[src/sv/stack_machine_alu_macros.svh]
// Assertion macros used by the stack machine ALU top level, stack_machine_alu.sv.
`ifndef STACK_MACHINE_ALU_MACROS_SVH
`define STACK_MACHINE_ALU_MACROS_SVH

`ifndef SYNTHESIS
`define SMALU_ASSERT_IMPL(label, ante, cons) \
    label: assert property (@(posedge clk) disable iff (!rst_n) (ante) |-> (cons)) \
        else $error("smalu assertion failed");
`define SMALU_ASSERT_NEXT(label, ante, cons) \
    label: assert property (@(posedge clk) disable iff (!rst_n) (ante) |=> (cons)) \
        else $error("smalu assertion failed");
`else
`define SMALU_ASSERT_IMPL(label, ante, cons)
`define SMALU_ASSERT_NEXT(label, ante, cons)
`endif

`endif

[src/sv/smalu_pkg.sv]
`default_nettype none

package smalu_pkg;

    localparam int DATA_W            = 32;
    localparam int OP_W              = 3;
    localparam int ST_W              = 3;
    localparam int STACK_DEPTH_DEF   = 16;
    localparam int ARITH_ARG_COUNT   = 2;
    localparam int S_TDATA_W         = ((OP_W + DATA_W + 7) / 8) * 8;

    localparam logic [OP_W-1:0] OP_PUSH = 3'd0;
    localparam logic [OP_W-1:0] OP_ADD  = 3'd1;
    localparam logic [OP_W-1:0] OP_SUB  = 3'd2;
    localparam logic [OP_W-1:0] OP_MUL  = 3'd3;
    localparam logic [OP_W-1:0] OP_DIV  = 3'd4;

    localparam logic [ST_W-1:0] ST_OK        = 3'd0;
    localparam logic [ST_W-1:0] ST_UNDERFLOW = 3'd1;
    localparam logic [ST_W-1:0] ST_OVERFLOW  = 3'd2;
    localparam logic [ST_W-1:0] ST_DIVZERO   = 3'd3;
    localparam logic [ST_W-1:0] ST_ILLEGAL   = 3'd4;

    typedef struct packed {
        logic load;
        logic decode;
        logic push_commit;
        logic sec_load;
        logic div_start;
        logic alu_commit;
        logic div_commit;
        logic out_load;
    } smalu_cmd_t;

    typedef struct packed {
        logic is_push;
        logic is_div;
        logic ok;
        logic div_done;
        logic out_free;
    } smalu_sts_t;

endpackage

`default_nettype wire

[src/sv/smalu_ram.sv]
`default_nettype none

module smalu_ram #(
    parameter int WIDTH = 32,
    parameter int DEPTH = 16,
    localparam int AW   = (DEPTH > 1) ? $clog2(DEPTH) : 1
) (
    input  wire logic             clk,
    input  wire logic             we,
    input  wire logic [AW-1:0]    waddr,
    input  wire logic [WIDTH-1:0] wdata,
    input  wire logic [AW-1:0]    raddr,
    output logic      [WIDTH-1:0] rdata
);

    logic [WIDTH-1:0] mem [DEPTH];
    logic [WIDTH-1:0] rdata_reg;

    always_ff @(posedge clk)
    begin
        if (we)
        begin
            mem[waddr] <= wdata;
        end
        rdata_reg <= mem[raddr];
    end

    assign rdata = rdata_reg;

endmodule

`default_nettype wire

[src/sv/smalu_div.sv]
`default_nettype none

module smalu_div (
    input  wire logic                         clk,
    input  wire logic                         rst_n,
    input  wire logic                         start,
    input  wire logic [smalu_pkg::DATA_W-1:0] dividend,
    input  wire logic [smalu_pkg::DATA_W-1:0] divisor,
    output logic                              done,
    output logic      [smalu_pkg::DATA_W-1:0] quotient
);

    import smalu_pkg::*;

    localparam int CNT_W = $clog2(DATA_W);

    logic              busy_reg,  busy_next;
    logic              done_reg,  done_next;
    logic [CNT_W-1:0]  cnt_reg,   cnt_next;
    logic [DATA_W-1:0] rem_reg,   rem_next;
    logic [DATA_W-1:0] quo_reg,   quo_next;
    logic [DATA_W-1:0] den_reg,   den_next;
    logic              neg_reg,   neg_next;
    logic [DATA_W:0]   shifted;
    logic [DATA_W:0]   trial;

    // restoring division on magnitudes, one quotient bit per cycle
    always_comb
    begin
        busy_next = busy_reg;
        done_next = 1'b0;
        cnt_next  = cnt_reg;
        rem_next  = rem_reg;
        quo_next  = quo_reg;
        den_next  = den_reg;
        neg_next  = neg_reg;
        shifted   = {rem_reg, quo_reg[DATA_W-1]};
        trial     = shifted - {1'b0, den_reg};
        if (start)
        begin
            busy_next = 1'b1;
            cnt_next  = '0;
            rem_next  = '0;
            quo_next  = dividend[DATA_W-1] ? (~dividend + 1'b1) : dividend;
            den_next  = divisor[DATA_W-1] ? (~divisor + 1'b1) : divisor;
            neg_next  = dividend[DATA_W-1] ^ divisor[DATA_W-1];
        end
        else if (busy_reg)
        begin
            if (!trial[DATA_W])
            begin
                rem_next = trial[DATA_W-1:0];
                quo_next = {quo_reg[DATA_W-2:0], 1'b1};
            end
            else
            begin
                rem_next = shifted[DATA_W-1:0];
                quo_next = {quo_reg[DATA_W-2:0], 1'b0};
            end
            cnt_next = cnt_reg + 1'b1;
            if (cnt_reg == CNT_W'(DATA_W - 1))
            begin
                busy_next = 1'b0;
                done_next = 1'b1;
            end
        end
    end

    always_ff @(posedge clk or negedge rst_n)
    begin
        if (!rst_n)
        begin
            busy_reg <= 1'b0;
            done_reg <= 1'b0;
            cnt_reg  <= '0;
        end
        else
        begin
            busy_reg <= busy_next;
            done_reg <= done_next;
            cnt_reg  <= cnt_next;
        end
    end

    always_ff @(posedge clk)
    begin
        rem_reg <= rem_next;
        quo_reg <= quo_next;
        den_reg <= den_next;
        neg_reg <= neg_next;
    end

    assign done     = done_reg;
    assign quotient = neg_reg ? (~quo_reg + 1'b1) : quo_reg;

endmodule

`default_nettype wire

[src/sv/smalu_ctrl.sv]
`default_nettype none

module smalu_ctrl (
    input  wire logic                   clk,
    input  wire logic                   rst_n,
    input  wire logic                   s_tvalid,
    output logic                        s_tready,
    input  wire smalu_pkg::smalu_sts_t  sts,
    output smalu_pkg::smalu_cmd_t       cmd
);

    import smalu_pkg::*;

    localparam logic [2:0] S_IDLE = 3'd0;
    localparam logic [2:0] S_DEC  = 3'd1;
    localparam logic [2:0] S_RD   = 3'd2;
    localparam logic [2:0] S_EXE  = 3'd3;
    localparam logic [2:0] S_DIV  = 3'd4;
    localparam logic [2:0] S_FIN  = 3'd5;

    logic [2:0] state_reg, state_next;

    always_comb
    begin
        state_next = state_reg;
        cmd        = '0;
        s_tready   = 1'b0;
        case (state_reg)
            S_IDLE:
            begin
                s_tready = 1'b1;
                if (s_tvalid)
                begin
                    cmd.load   = 1'b1;
                    state_next = S_DEC;
                end
            end
            S_DEC:
            begin
                cmd.decode = 1'b1;
                if (!sts.ok)
                begin
                    state_next = S_FIN;
                end
                else if (sts.is_push)
                begin
                    cmd.push_commit = 1'b1;
                    state_next      = S_FIN;
                end
                else
                begin
                    state_next = S_RD;
                end
            end
            S_RD:
            begin
                cmd.sec_load = 1'b1;
                if (sts.is_div)
                begin
                    cmd.div_start = 1'b1;
                    state_next    = S_DIV;
                end
                else
                begin
                    state_next = S_EXE;
                end
            end
            S_EXE:
            begin
                cmd.alu_commit = 1'b1;
                state_next     = S_FIN;
            end
            S_DIV:
            begin
                if (sts.div_done)
                begin
                    cmd.div_commit = 1'b1;
                    state_next     = S_FIN;
                end
            end
            S_FIN:
            begin
                if (sts.out_free)
                begin
                    cmd.out_load = 1'b1;
                    state_next   = S_IDLE;
                end
            end
            default:
            begin
                state_next = S_IDLE;
            end
        endcase
    end

    always_ff @(posedge clk or negedge rst_n)
    begin
        if (!rst_n)
        begin
            state_reg <= S_IDLE;
        end
        else
        begin
            state_reg <= state_next;
        end
    end

endmodule

`default_nettype wire

[src/sv/smalu_dp.sv]
`default_nettype none

module smalu_dp #(
    parameter int  STACK_DEPTH = smalu_pkg::STACK_DEPTH_DEF,
    localparam int SP_W        = $clog2(STACK_DEPTH + 1),
    localparam int AW          = $clog2(STACK_DEPTH)
) (
    input  wire logic                         clk,
    input  wire logic                         rst_n,
    input  wire logic [smalu_pkg::OP_W-1:0]   in_op,
    input  wire logic [smalu_pkg::DATA_W-1:0] in_push_value,
    input  wire smalu_pkg::smalu_cmd_t        cmd,
    output smalu_pkg::smalu_sts_t             sts,
    input  wire logic                         out_ready,
    output logic                              out_valid,
    output logic      [smalu_pkg::ST_W-1:0]   out_status,
    output logic      [smalu_pkg::DATA_W-1:0] out_top_value,
    output logic      [SP_W-1:0]              out_stack_depth
);

    import smalu_pkg::*;

    logic [OP_W-1:0]   op_reg;
    logic [DATA_W-1:0] val_reg;
    logic [DATA_W-1:0] sec_reg;
    logic [DATA_W-1:0] top_reg,    top_next;
    logic [SP_W-1:0]   sp_reg,     sp_next;
    logic [ST_W-1:0]   status_reg;
    logic [ST_W-1:0]   dec_status;
    logic [SP_W-1:0]   sp_m1;
    logic [SP_W-1:0]   sp_m2;
    logic [DATA_W-1:0] ram_rdata;
    logic [DATA_W-1:0] alu_res;
    logic [DATA_W-1:0] div_quo;
    logic              div_done;
    logic              ram_we;
    logic              out_valid_reg;
    logic [ST_W-1:0]   out_status_reg;
    logic [DATA_W-1:0] out_top_reg;
    logic [SP_W-1:0]   out_depth_reg;

    assign sp_m1  = sp_reg - SP_W'(1);
    assign sp_m2  = sp_reg - SP_W'(2);
    assign ram_we = cmd.push_commit && (sp_reg != '0);

    // RAM holds the entries below the top; the top lives in top_reg
    smalu_ram #(
        .WIDTH (DATA_W),
        .DEPTH (STACK_DEPTH)
    ) u_ram (
        .clk   (clk),
        .we    (ram_we),
        .waddr (sp_m1[AW-1:0]),
        .wdata (top_reg),
        .raddr (sp_m2[AW-1:0]),
        .rdata (ram_rdata)
    );

    smalu_div u_div (
        .clk      (clk),
        .rst_n    (rst_n),
        .start    (cmd.div_start),
        .dividend (ram_rdata),
        .divisor  (top_reg),
        .done     (div_done),
        .quotient (div_quo)
    );

    always_comb
    begin
        case (op_reg)
            OP_PUSH:
            begin
                dec_status = (sp_reg >= SP_W'(STACK_DEPTH)) ? ST_OVERFLOW : ST_OK;
            end
            OP_ADD, OP_SUB, OP_MUL:
            begin
                dec_status = (sp_reg < SP_W'(ARITH_ARG_COUNT)) ? ST_UNDERFLOW : ST_OK;
            end
            OP_DIV:
            begin
                if (sp_reg < SP_W'(ARITH_ARG_COUNT))
                begin
                    dec_status = ST_UNDERFLOW;
                end
                else if (top_reg == '0)
                begin
                    dec_status = ST_DIVZERO;
                end
                else
                begin
                    dec_status = ST_OK;
                end
            end
            default:
            begin
                dec_status = ST_ILLEGAL;
            end
        endcase
    end

    always_comb
    begin
        case (op_reg)
            OP_ADD:  alu_res = sec_reg + top_reg;
            OP_SUB:  alu_res = sec_reg - top_reg;
            OP_MUL:  alu_res = sec_reg * top_reg;
            default: alu_res = sec_reg;
        endcase
    end

    always_comb
    begin
        top_next = top_reg;
        sp_next  = sp_reg;
        if (cmd.push_commit)
        begin
            top_next = val_reg;
            sp_next  = sp_reg + SP_W'(1);
        end
        else if (cmd.alu_commit)
        begin
            top_next = alu_res;
            sp_next  = sp_m1;
        end
        else if (cmd.div_commit)
        begin
            top_next = div_quo;
            sp_next  = sp_m1;
        end
    end

    always_ff @(posedge clk or negedge rst_n)
    begin
        if (!rst_n)
        begin
            sp_reg        <= '0;
            out_valid_reg <= 1'b0;
        end
        else
        begin
            sp_reg <= sp_next;
            if (cmd.out_load)
            begin
                out_valid_reg <= 1'b1;
            end
            else if (out_ready)
            begin
                out_valid_reg <= 1'b0;
            end
        end
    end

    always_ff @(posedge clk)
    begin
        top_reg <= top_next;
        if (cmd.load)
        begin
            op_reg  <= in_op;
            val_reg <= in_push_value;
        end
        if (cmd.decode)
        begin
            status_reg <= dec_status;
        end
        if (cmd.sec_load)
        begin
            sec_reg <= ram_rdata;
        end
        if (cmd.out_load)
        begin
            out_status_reg <= status_reg;
            out_top_reg    <= (sp_reg == '0) ? '0 : top_reg;
            out_depth_reg  <= sp_reg;
        end
    end

    assign sts.is_push  = (op_reg == OP_PUSH);
    assign sts.is_div   = (op_reg == OP_DIV);
    assign sts.ok       = (dec_status == ST_OK);
    assign sts.div_done = div_done;
    assign sts.out_free = !out_valid_reg || out_ready;

    assign out_valid       = out_valid_reg;
    assign out_status      = out_status_reg;
    assign out_top_value   = out_top_reg;
    assign out_stack_depth = out_depth_reg;

endmodule

`default_nettype wire

[src/sv/stack_machine_alu.sv]
// Steps per instruction: accept, decode, then for add, sub and mul a second-operand read and
// execute, for div a second-operand read and the 32-step bit-serial divider; push and errors go
// from decode straight to the output stage. One instruction is in flight at a time; a new
// transfer is taken while the previous result still waits in the output register.
// Reset (rst_n, asynchronous, active low) empties the stack; stored values are not cleared.
`default_nettype none

`include "stack_machine_alu_macros.svh"

module stack_machine_alu #(
    parameter int  STACK_DEPTH = smalu_pkg::STACK_DEPTH_DEF,
    localparam int SP_W        = $clog2(STACK_DEPTH + 1),
    localparam int M_TDATA_W   = ((smalu_pkg::ST_W + smalu_pkg::DATA_W + SP_W + 7) / 8) * 8
) (
    input  wire logic                            clk,
    input  wire logic                            rst_n,
    input  wire logic                            s_tvalid,
    output logic                                 s_tready,
    input  wire logic [smalu_pkg::S_TDATA_W-1:0] s_tdata,   // op, push_value
    output logic                                 m_tvalid,
    input  wire logic                            m_tready,
    output logic      [M_TDATA_W-1:0]            m_tdata    // status, top_value, stack_depth
);

    import smalu_pkg::*;

    localparam int M_USED_W = ST_W + DATA_W + SP_W;

    smalu_cmd_t        cmd;
    smalu_sts_t        sts;
    logic [ST_W-1:0]   out_status;
    logic [DATA_W-1:0] out_top_value;
    logic [SP_W-1:0]   out_stack_depth;

    smalu_ctrl u_ctrl (
        .clk      (clk),
        .rst_n    (rst_n),
        .s_tvalid (s_tvalid),
        .s_tready (s_tready),
        .sts      (sts),
        .cmd      (cmd)
    );

    smalu_dp #(
        .STACK_DEPTH (STACK_DEPTH)
    ) u_dp (
        .clk             (clk),
        .rst_n           (rst_n),
        .in_op           (s_tdata[OP_W-1:0]),
        .in_push_value   (s_tdata[OP_W +: DATA_W]),
        .cmd             (cmd),
        .sts             (sts),
        .out_ready       (m_tready),
        .out_valid       (m_tvalid),
        .out_status      (out_status),
        .out_top_value   (out_top_value),
        .out_stack_depth (out_stack_depth)
    );

    assign m_tdata = M_TDATA_W'({out_stack_depth, out_top_value, out_status});

    `SMALU_ASSERT_IMPL(a_no_result_overwrite, cmd.out_load, sts.out_free)
    `SMALU_ASSERT_NEXT(a_one_item_in_flight, s_tvalid && s_tready, !s_tready)
    `SMALU_ASSERT_IMPL(a_underflow_depth, m_tvalid && (out_status == ST_UNDERFLOW),
                       out_stack_depth < SP_W'(ARITH_ARG_COUNT))
    `SMALU_ASSERT_IMPL(a_depth_bound, m_tvalid,
                       (out_stack_depth <= SP_W'(STACK_DEPTH)) && (M_USED_W <= M_TDATA_W))

endmodule

`default_nettype wire
[config.mk]
export PLATFORM = sky130hd
export DESIGN_NAME = stack_machine_alu
export DESIGN_NICKNAME = d
export VERILOG_FILES = /design/src/sv/smalu_pkg.sv /design/src/sv/smalu_ram.sv /design/src/sv/smalu_div.sv /design/src/sv/smalu_ctrl.sv /design/src/sv/smalu_dp.sv /design/src/sv/stack_machine_alu.sv
export VERILOG_INCLUDE_DIRS = /design/src /design/src/sv
export SDC_FILE = /design/constraint.sdc
export NUM_CORES = 2
export LEC_CHECK = 0
export BUFFER_PORTS_ARGS = -buffer_cell sky130_fd_sc_hd__buf_2
export CORE_MARGIN = 5
export CORE_UTILIZATION = 45
export DETAILED_ROUTE_END_ITERATION = 10
export PLACE_DENSITY = 0.73
export SLEW_MARGIN = 25
export SYNTH_ARGS = -nofsm -noshare
export SYNTH_HDL_FRONTEND = slang
export SYNTH_HIERARCHICAL = 1
export SYNTH_SLANG_ARGS = --single-unit
[constraint.sdc]
create_clock -name clk -period 8.1 [get_ports clk]
set_clock_uncertainty 0.1 [all_clocks]
set_input_delay 0.405 -clock clk [delete_from_list [all_inputs] [get_ports clk]]
set_output_delay 0.405 -clock clk [all_outputs]
set_load 0.05 [all_outputs]
==> summary.md <==
| Metric | Value |
|---|---|
| Die Width | 350 um |
| GPL Wtd Cong | 0.946 |
| CP required | 8.42 ns |
| Port buffer count | 80 |
| Total track usage | 0.240 |
| Synth area leader | edfxtp_1 |
| Final net count | 5084 |
| CP max stage cell | edfxtp_1 |
| Grt total ovfl | 0 |
| CTS tree | yes |
| Clk buf depth | 3 |
| Sequential fraction of the synthesis area | 0.447 |
| Fraction of registers with async set/reset | 0.0200 |
| DIE AREA | 123000 um^2 |
| RSZ-0062 raised after global routing | false |
| Layout cell share with drive strength beyond 1 | 0.120 |
| Core area | between 100000 and 150000 um^2 |
| # setup viols final | 0 |
| Fin area | between 50000 and 60000 um^2 |
| Hold bufs inserted after CTS | 36 |
| Post-DR wirelength/cell | 24.5 um |
| CTS Buf Count | 77 |
| CP Launch Type | flip-flop |
| Routed WL | 147000 um |
| Rel. slew slack | 0.254 |
| Row Count | 124 |
| Reg with most FFs | u_dp/u_ram/mem |
| Root Driver | clkbuf_16 |
| Later-pin clock latency in the skew report | 0.66 ns |
| Post-cts sizing count | 0 |
| Final ANT Viol Nets | 0 |
| Buffer and inverter count on the worst path | 4 |
| Final period utilization | 0.962 |
| Post-Place Setup Slack | 0.356 ns |
| Largest net degree at the start of global routing | 74 |
| Clk sink count | 799 |
| Syn Inst Count | 4323 |
| Hpwl dp | between 100000 and 150000 um |
| Synth Warn # | 6 |
| Clk pin slew, worst setup/hold paths | 0.07 ns |
| Final Max Tran Viols | 0 |
| Max cap viols | 0 |
| Crit Path Max Fanout | 13 |
| Crit Path Category | flip-flop to flip-flop |
| Via count of the routed design | 35100 |
| Avg Vias per Cell | 5.84 |
| Synth Net Count | a little under 5000 |
| First-pass GRT wire length | around 220000 um |
| Minimum clock period | 7.79 ns |
| CP top delay family | adder cells |
| Cell variety after synth | 86 |
| Final worst slack | a little over 0.3 ns |
| Most Frequent Cell on Critical Path | fa_1 |
| Die H | 350 um |
| DR pass1 iterations | 6 |
| Post-synth top area share | 0.415 |
| Min-Delay Path Class | input port to flip-flop |
| Post-CTS setup repair buffer count | 0 |
| Synth Area per Inst | 12.0 um^2 |
| Area delta synth->final | 10.9% |
| Crit path arrival time | a little over 8 ns |
| FMAX | between 100 and 150 MHz |
| Fill cell count | slightly below 10000 |
| Drt initial violations | between 3000 and 4000 |
| Drc violations | 0 |
| Crit-path max cell delay | between 0.6 and 0.7 ns |
| Initial Util | 0.454 |
| Final hold vios | 0 |
| Final core occ | 0.504 |
| Initial antenna violation count | 9 |
| Top_reg_cell synth | edfxtp_1 |
| Setup crit end kind | flip-flop |
| Io pins | 86 |
| Crit path cell chain | buf_4 > and2_1 > fa_1 > fa_1 > fa_1 > inv_1 > fa_1 > inv_1 > fa_1 > fa_1 > fa_1 > fa_1 > ha_1 > and4_1 > and4_1 > and2_1 > a221oi_1 > buf_4 > nand2b_1 > nand3b_1 > a211oi_1 > o31ai_1 > a31o_2 |
| Mapped cell area | 52100 um^2 |
| H-tree depth | 3 |
| Yosys reg bits | 799 |
| Number of global-route vias before repair | 35400 |
| Synth top area cells | edfxtp_1 41%, fa_1 16%, mux4_2 5.5%, ha_1 4.8%, and2_1 3.8% |
| Number of flip-flops in the largest register | 512 |
| Post-DP Area | roughly 55000 um^2 |
| Slew @ Worst Pin | roughly 1.1 ns |
| Number of synthesized flops with an enable pin | a little over 700 |
| Fin Setup TNS | 0 ns |
| Outcome | finished, final reports clean |
worst min-delay path: stages:
cell	delay, ns
buf_2	0.07
nand2b_1	0.26
nand2b_1	0.09
per-layer routing:
layer  global-route usage  up-vias  part of all wire
met1                0.328    17900              0.40
met4               0.0783        2             0.034
li1                     -    15200                 -
met2                0.389     1779              0.47
met5                    0        -          0.000061
met3               0.0482      295             0.097
placed cells by master, fill, tap and decap left out, types with 14 or more instances in the layout:
cell type and instances:
edfxtp_1 719, inv_1 463, nand2_1 420, fa_1 410, and2_1 316, ha_1 198
nor2_1 178, xnor2_1 164, a21oi_1 161, buf_4 137, mux4_2 128, o21ai_0 113
xor2_1 89, buf_2 80, clkbuf_16 77, a22oi_1 70, dfxtp_1 64, o31ai_1 44
nor2b_1 43, a211oi_1 37, dlygate4sd3_1 36, nand2b_1 34, nor3_1 32, a21o_1 28
nand3_1 28, mux2i_1 26, o21a_1 21, o41ai_1 18, or3_1 17, nand4_1 17
clkbuf_1 16, a221oi_1 16, a31oi_1 16, o22ai_1 16, dfrtp_1 14, o211ai_1 14
cell type report:
class	count	area, um^2	share of cell area
Multi-Input combinational cell	2831	26300	0.455
Sequential cell	799	23300	0.403
Clock buffer	99	2070	0.0358
Timing Repair Buffer	259	1900	0.0328
Tap cell	1512	1890	0.0328
Inverter	464	1740	0.0302
Clock inverter	43	561	0.00971
Antenna cell	4	10.0	0.000173
Yosys cell counts (15+ instances only):
cell	instances
nand2_1	420
nand2b_1	34
o41ai_1	18
edfxtp_1	719
dfxtp_1	64
nor3_1	37
xor2_1	89
mux4_2	128
clkbuf_1	184
inv_1	464
and3_1	15
nand4_1	17
a31oi_1	16
o21ai_0	113
nor2_1	191
nand3_1	28
mux2i_1	26
buf_1	21
a22oi_1	70
fa_1	410
and2_1	318
ha_1	198
a211oi_1	37
xnor2_1	164
a21oi_1	162
o31ai_1	44
dfrtp_1	16
a221oi_1	16
o22ai_1	16
or3_1	17
o21a_1	21
a21o_1	28
nor2b_1	45
cell families after synthesis:
logic type,after synthesis,share of synthesized area
XOR/XNOR,254,0.0430
buffers and inverters,693,0.0513
multiplexers,160,0.0616
adder cells (fa/ha/maj),608,0.205
AO/OA/AOI/OAI,608,0.0761
flip-flops,799,0.447
AND/OR/NAND/NOR,1201,0.116
worst paths after layout:
path                                                    from                          to  slack [ns]  cells after the start
worst min-delay path                                m_tready  u_dp/out_valid$_DFFE_PN0P_        0.12                      3
max in group asynchronous                              rst_n  u_dp/sp_reg[0]$_DFFE_PN0P_        7.43                      2
min in group asynchronous                              rst_n  u_dp/out_valid$_DFFE_PN0P_        0.13                      2
worst max register to register     u_dp/top_reg[5]$_DFFE_PP_  u_dp/top_reg[28]$_DFFE_PP_        0.31                     23
worst min register to register  u_dp/u_ram/rdata[29]$_DFF_P_  u_dp/sec_reg[29]$_DFFE_PP_        0.37                      0
worst max-delay path               u_dp/top_reg[5]$_DFFE_PP_  u_dp/top_reg[28]$_DFFE_PP_        0.31                     23
metrics by stage:
step           hold WS (ns)  std cells
6_report              0.119       6011
5_1_grt               0.131       6007
4_1_cts               0.102       6007
3_5_place_dp          0.263       5829
3_3_place_gp          0.257       5828
2_1_floorplan       0.00941       4323
Power is left out: the tool's default activity adds up to more than one toggle a clock period on the data nets, which glitch-free logic cannot reach.
